$ cat config.mk
export PLATFORM = sky130hd
export DESIGN_NAME = tccw_front_flat
export DESIGN_NICKNAME = d
export VERILOG_FILES = /design/src/hdl/tccw_pkg.sv /design/src/hdl/tccw_if.sv /design/src/hdl/tccw_front.sv /design/src/flat_wrapper.sv
export SDC_FILE = /design/constraint.sdc
export NUM_CORES = 1
export LEC_CHECK = 0
export CAP_MARGIN = 20
export CORE_AREA = 2 2 60 62
export CTS_CLUSTER_SIZE = 30
export DETAILED_ROUTE_END_ITERATION = 6
export DIE_AREA = 0 0 62 64
export DONT_BUFFER_PORTS = 1
export GPL_TIMING_DRIVEN = 0
export HOLD_SLACK_MARGIN = 0.02
export PLACE_DENSITY = 0.78
export SYNTH_ARGS = -nofsm -noshare
export SYNTH_HDL_FRONTEND = slang
export SYNTH_SLANG_ARGS = --single-unit
$ cat constraint.sdc
create_clock -name i_clk -period 5.8 [get_ports i_clk]
set_input_delay 0 -clock i_clk [delete_from_list [all_inputs] [get_ports i_clk]]
set_output_delay 0 -clock i_clk [all_outputs]
set_load 0.02 [all_outputs]
$ cat src/hdl/tccw_pkg.sv
// shared types, constants and codes of the text console character writer
package tccw_pkg;

    localparam int COLUMNS_DEF   = 80;
    localparam int ROWS_DEF      = 25;
    localparam int TAB_WIDTH_DEF = 4;

    localparam int OPW = 2;
    localparam int CHW = 8;
    localparam int RW  = 5;
    localparam int CW  = 7;
    localparam int ATW = 8;
    localparam int XW  = 7;
    localparam int YW  = 6;

    localparam logic [CHW-1:0] CH_BS       = 8'h08;
    localparam logic [CHW-1:0] CH_TAB      = 8'h09;
    localparam logic [CHW-1:0] CH_LF       = 8'h0A;
    localparam logic [CHW-1:0] CH_CR       = 8'h0D;
    localparam logic [CHW-1:0] CH_SPACE    = 8'h20;
    localparam logic [CHW-1:0] CH_PRINT_HI = 8'h7E;
    localparam logic [ATW-1:0] ATTR_RESET  = 8'h07;

    typedef enum logic [OPW-1:0] {
        OP_PUT,
        OP_MARK,
        OP_CLEAR,
        OP_READ
    } t_opcode;

    typedef enum logic {
        CFG_TEXT_ATTRIBUTE,
        CFG_OUTPUT_ENABLE
    } t_cfg_index;

    typedef enum logic [2:0] {
        K_PRINT,
        K_NEWLINE,
        K_TAB,
        K_BACKSPACE,
        K_IGNORE,
        K_MARK,
        K_CLEAR,
        K_READ
    } t_kind;

    typedef struct packed {
        t_kind          kind;
        logic [CHW-1:0] ch;
        logic [RW-1:0]  row;
        logic [CW-1:0]  col;
        logic           in_range;
    } t_cmd;

    typedef struct packed {
        logic valid;
        t_cmd cmd;
    } t_q_head;

    typedef struct packed {
        logic init_busy;
        logic pop;
    } t_back_stat;

    typedef enum logic [2:0] {
        S_INIT,
        S_IDLE,
        S_EMIT,
        S_SCROLL,
        S_CLEAR,
        S_READ,
        S_DONE
    } t_state;

endpackage

$ cat src/hdl/tccw_if.sv
// handshake channels: operation input, result output, register writes
interface tccw_in_if;
    logic                      valid;
    logic                      ready;
    logic [tccw_pkg::OPW-1:0]  opcode;
    logic [tccw_pkg::CHW-1:0]  char_code;
    logic [tccw_pkg::RW-1:0]   cell_row;
    logic [tccw_pkg::CW-1:0]   cell_column;
    modport source (output valid, opcode, char_code, cell_row, cell_column, input ready);
    modport sink   (input valid, opcode, char_code, cell_row, cell_column, output ready);
endinterface


$ cat src/hdl/tccw_front.sv
// front end: accepts operation beats, classifies them, holds them in a short queue
module tccw_front #(
    parameter int COLUMNS = tccw_pkg::COLUMNS_DEF,
    parameter int ROWS    = tccw_pkg::ROWS_DEF
) (
    input  logic                 i_clk,
    input  logic                 i_rst_n,
    tccw_in_if.sink              i_in,
    input  tccw_pkg::t_back_stat i_stat,
    output tccw_pkg::t_q_head    o_head
);
    import tccw_pkg::*;

    t_cmd       r_q [2];
    logic       r_wr;
    logic       r_rd;
    logic [1:0] r_cnt;
    t_cmd       w_cmd;
    logic       w_push;

    always_comb begin
        w_cmd.ch       = i_in.char_code;
        w_cmd.row      = i_in.cell_row;
        w_cmd.col      = i_in.cell_column;
        w_cmd.in_range = (32'(i_in.cell_row) < ROWS) && (32'(i_in.cell_column) < COLUMNS);
        unique case (t_opcode'(i_in.opcode))
            OP_PUT: begin
                priority if (i_in.char_code == CH_BS) begin
                    w_cmd.kind = K_BACKSPACE;
                end else if (i_in.char_code == CH_LF || i_in.char_code == CH_CR) begin
                    w_cmd.kind = K_NEWLINE;
                end else if (i_in.char_code == CH_TAB) begin
                    w_cmd.kind = K_TAB;
                end else if (i_in.char_code >= CH_SPACE && i_in.char_code <= CH_PRINT_HI) begin
                    w_cmd.kind = K_PRINT;
                end else begin
                    w_cmd.kind = K_IGNORE;
                end
            end
            OP_MARK:  w_cmd.kind = K_MARK;
            OP_CLEAR: w_cmd.kind = K_CLEAR;
            OP_READ:  w_cmd.kind = K_READ;
            default:  w_cmd.kind = K_IGNORE;
        endcase
    end

    assign i_in.ready   = (r_cnt != 2'd2) && !i_stat.init_busy;
    assign w_push       = i_in.valid && i_in.ready;
    assign o_head.valid = (r_cnt != 2'd0);
    assign o_head.cmd   = r_q[r_rd];

    always_ff @(posedge i_clk) begin
        if (!i_rst_n) begin
            r_wr  <= 1'b0;
            r_rd  <= 1'b0;
            r_cnt <= 2'd0;
        end else begin
            if (w_push) begin
                r_wr <= ~r_wr;
            end
            if (i_stat.pop) begin
                r_rd <= ~r_rd;
            end
            r_cnt <= r_cnt + 2'(w_push) - 2'(i_stat.pop);
        end
    end

    always_ff @(posedge i_clk) begin
        if (w_push) begin
            r_q[r_wr] <= w_cmd;
        end
    end

endmodule

$ cat src/flat_wrapper.sv
// flat-port wrapper written by rule: the top's interface ports become plain ports
module tccw_front_flat import tccw_pkg::*;
#(
    parameter int COLUMNS = tccw_pkg::COLUMNS_DEF,
    parameter int ROWS    = tccw_pkg::ROWS_DEF
)
  (i_clk, i_rst_n, i_stat, o_head, i_in_valid, i_in_opcode, i_in_char_code, i_in_cell_row, i_in_cell_column, i_in_ready);
  tccw_in_if i_in_i ();
  input  logic i_clk;
  input  logic i_rst_n;
  input  tccw_pkg::t_back_stat i_stat;
  output tccw_pkg::t_q_head o_head;
  input wire logic [$bits(i_in_i.valid)-1:0] i_in_valid;
  input wire logic [$bits(i_in_i.opcode)-1:0] i_in_opcode;
  input wire logic [$bits(i_in_i.char_code)-1:0] i_in_char_code;
  input wire logic [$bits(i_in_i.cell_row)-1:0] i_in_cell_row;
  input wire logic [$bits(i_in_i.cell_column)-1:0] i_in_cell_column;
  output wire logic [$bits(i_in_i.ready)-1:0] i_in_ready;
  assign i_in_i.valid = i_in_valid;
  assign i_in_i.opcode = i_in_opcode;
  assign i_in_i.char_code = i_in_char_code;
  assign i_in_i.cell_row = i_in_cell_row;
  assign i_in_i.cell_column = i_in_cell_column;
  assign i_in_ready = i_in_i.ready;
  tccw_front #(.COLUMNS(COLUMNS), .ROWS(ROWS)) u_core (.i_clk(i_clk), .i_rst_n(i_rst_n), .i_in(i_in_i), .i_stat(i_stat), .o_head(o_head));
endmodule
==> flow_summary.toml <==
[drt]
postRouteAntennaNets = 0
vias_per_cell = 5.59
avgRoutedWirePerCell_um = 18.3
drtIter0Drc = 32
drt-total-wl_um = 3680
vias = 1124
drc_errors = 0
firstDrtPassIters = 4

[sta]
period_share_pct = 32.0
finalHoldViolCount = 0
fmax_mhz = 538
fin_crit_ps = 1860
setup_viol = 0
rsz0062_at_grt = "false"
max_slew_margin_pct = 59.4
fin_worst_skew_ps = 2.00
holdWs_ps = 43.5
fin_tns_setup_ps = 0
drv_slew = 0
worstMarginPinSlew_ps = 606

[global_routing]
groute.usage.overall_pct = 19.8
grt_pass1_vias = 1189
grtUsageMet3_pct = 5.26
grt_overflow = 0
use_met1_pct = 21.5
grt_antenna_before_repair = 0
grt-busiest-layer = "met2"
grt_pass1_wl_um = 5530
grt_use_met2_pct = 36.3
grt_max_degree = 25

[power]
power_frac_clock_pct = 24.6
pwr-share-comb_pct = 16.9
power.switching_mw = 0.183
swShare_pct = 23.7
p_leak_nw = 0.874
seqPwrFrac_pct = 58.5
power.internal_mw = 0.589
irDropWorstVdd_v = 0.000216
powerDensity_nw_per_um2 = 301

[clocking]
holdBufCountCts = 27
clock-sinks = 53
clk_latency_ps = 350
root_buffer = "clkbuf_4"
post_cts_resized = 0
clock_path_buffers = 2
htreeDepth = 2
clkTransAtPathRegs_ps = 130
cts_setup_buffers = 0
cts_tree = "built"
numCtsBuffers = 5

[yosys]
yosysMostFrequentCell = "edfxtp_1"
syn_nets = 147
ys_warn_count = 0
yosysSeqAreaShare_pct = 72.9
ys_ff_latch = 53
synth_edf_count = 48
ys.flop_type = "edfxtp_1"
netlist_area_um2 = 2120
synth.area.top_cells = "edfxtp_1, mux2_2, dfxtp_1"
ys_types = 29
ys_top_cells_by_count = "edfxtp_1, mux2_2, and2_1"
syn_area_per_cell_um2 = 17.9
async_flop_share_pct = 0
synth_top_area_share_pct = 68.1
yosysTopAreaCell = "edfxtp_1"
synth_cells = 118

[setup_path]
crit_path_start_kind = "register"
ff2ff_path_depth = 4
crit_end = "u_core.r_q[0][2]"
rrSetupSlack_ps = 3940
reg2reg_from = "u_core.r_cnt[1]"
path_class = "reg -> reg"
r2r_end = "u_core.r_q[0][2]"
cp-end-kind = "register"
critPathRequiredTime_ps = 5870
startpoint = "u_core.r_cnt[1]"
cp_max_fo = 14
cp.arrival_ps = 1930

[final_layout]
layout-drive-gt1-share_pct = 27.1
register_area_um2 = 1540
final_cell_area_um2 = 2560
multiInputGateArea_um2 = 542
fin_util_pct = 78.1
syn2layout_area_growth_pct = 21.2
nets = 183
n_fill_cell = 206
antenna_cells = 0

[min_path]
min_path_type = "in -> reg"
worstHoldStart = "i_in_cell_column[4]"
hold_path_depth = 2

[floorplan]
die_area_um2 = 3970
ios = 53
initial_utilization_pct = 64.4
num_rows = 21
die_y_um = 64
die_w_um = 62
core_um2 = 3280

[placed_design]
post_dp_cell_area_um2 = 2190
dp_hpwl_um = 2250
gp_congestion = 0.719
port_buffers = 0

[flow_run]
drv_cap = 0

[status]
outcome = "completed"
==> state kept, by name, summed over array words and instances, names as in the netlist, named ones only <==
signal	cells
u_core.r_wr	1
u_core.r_rd	1
u_core.r_cnt	2
u_core.r_q	48
==> cells in the final DEF (no fill, tap or decap), types with 2 or more instances in the layout <==
cell type and instances:
edfxtp_1 48, dlygate4sd3_1 27, mux2_2 24, and2_1 6, dfxtp_1 5, clkbuf_4 5, nor2_1 4, nor2b_2 2
buf_6 2, inv_1 2, nor3_1 2, a21o_1 2, xnor2_1 2, ha_1 2
==> final cells by class <==
cell class	instances	area share [%]
Buffer	3	1.07
Clock buffer	6	1.61
Clock inverter	2	1.32
Inverter	2	0.293
Multi-Input combinational cell	60	21.1
Sequential cell	53	60.1
Tap cell	46	2.24
Timing Repair Buffer	29	12.2
==> critical path: stages, from the launching register on <==
cell and delay [ps]:
dfxtp_1 350, nor2b_2 180, nor3b_4 230, nor2b_2 570, buf_8 240
==> metrics by stage <==
step	cells	worst slack, ps	power, mW
floorplan	118	3550	0.551
global placement	164	3010	0.563
detailed placement	165	3750	0.569
CTS	200	3770	0.771
global route	201	3830	0.797
finish	201	3940	0.772
==> routing by layer <==
metal	vias up	part of all wire, %
met5	-	0
met1	558	36
li1	526	-
met4	0	0.95
met2	36	58
met3	4	5.4
==> power by group through the flow <==
stage / Combinational [mW] / Clock, mW / Sequential, mW
after floorplan: 0.0927 / 0 / 0.458
after global placement: 0.104 / 0 / 0.459
after detailed placement: 0.109 / 0 / 0.460
after CTS: 0.128 / 0.192 / 0.452
after global routing: 0.140 / 0.202 / 0.455
final: 0.131 / 0.190 / 0.451
==> cell families (layout without fill, tap and decap cells) <==
logic type / after synthesis / after routing / synth area share, %
AOI/OAI and AO/OA: 7 / 7 / 2.84
xor gates and xnor gates: 3 / 3 / 1.24
adders and majority gates: 2 / 2 / 1.18
buffers and inverters: 5 / 42 / 1.66
DFF: 53 / 53 / 72.9
muxes: 25 / 25 / 13.2
and+or+nand+nor: 23 / 23 / 6.98
==> how the worst min path moves through the flow <==
stage	endpoint	slack [ps]
floorplan	i_in_ready	80
global placement	i_in_ready	80
detailed placement	i_in_ready	80
CTS	u_core.r_q[0][23]	20
global route	u_core.r_q[0][0]	30
finish	u_core.r_q[0][0]	40
No activity file was read; power rests on OpenSTA's default activity.
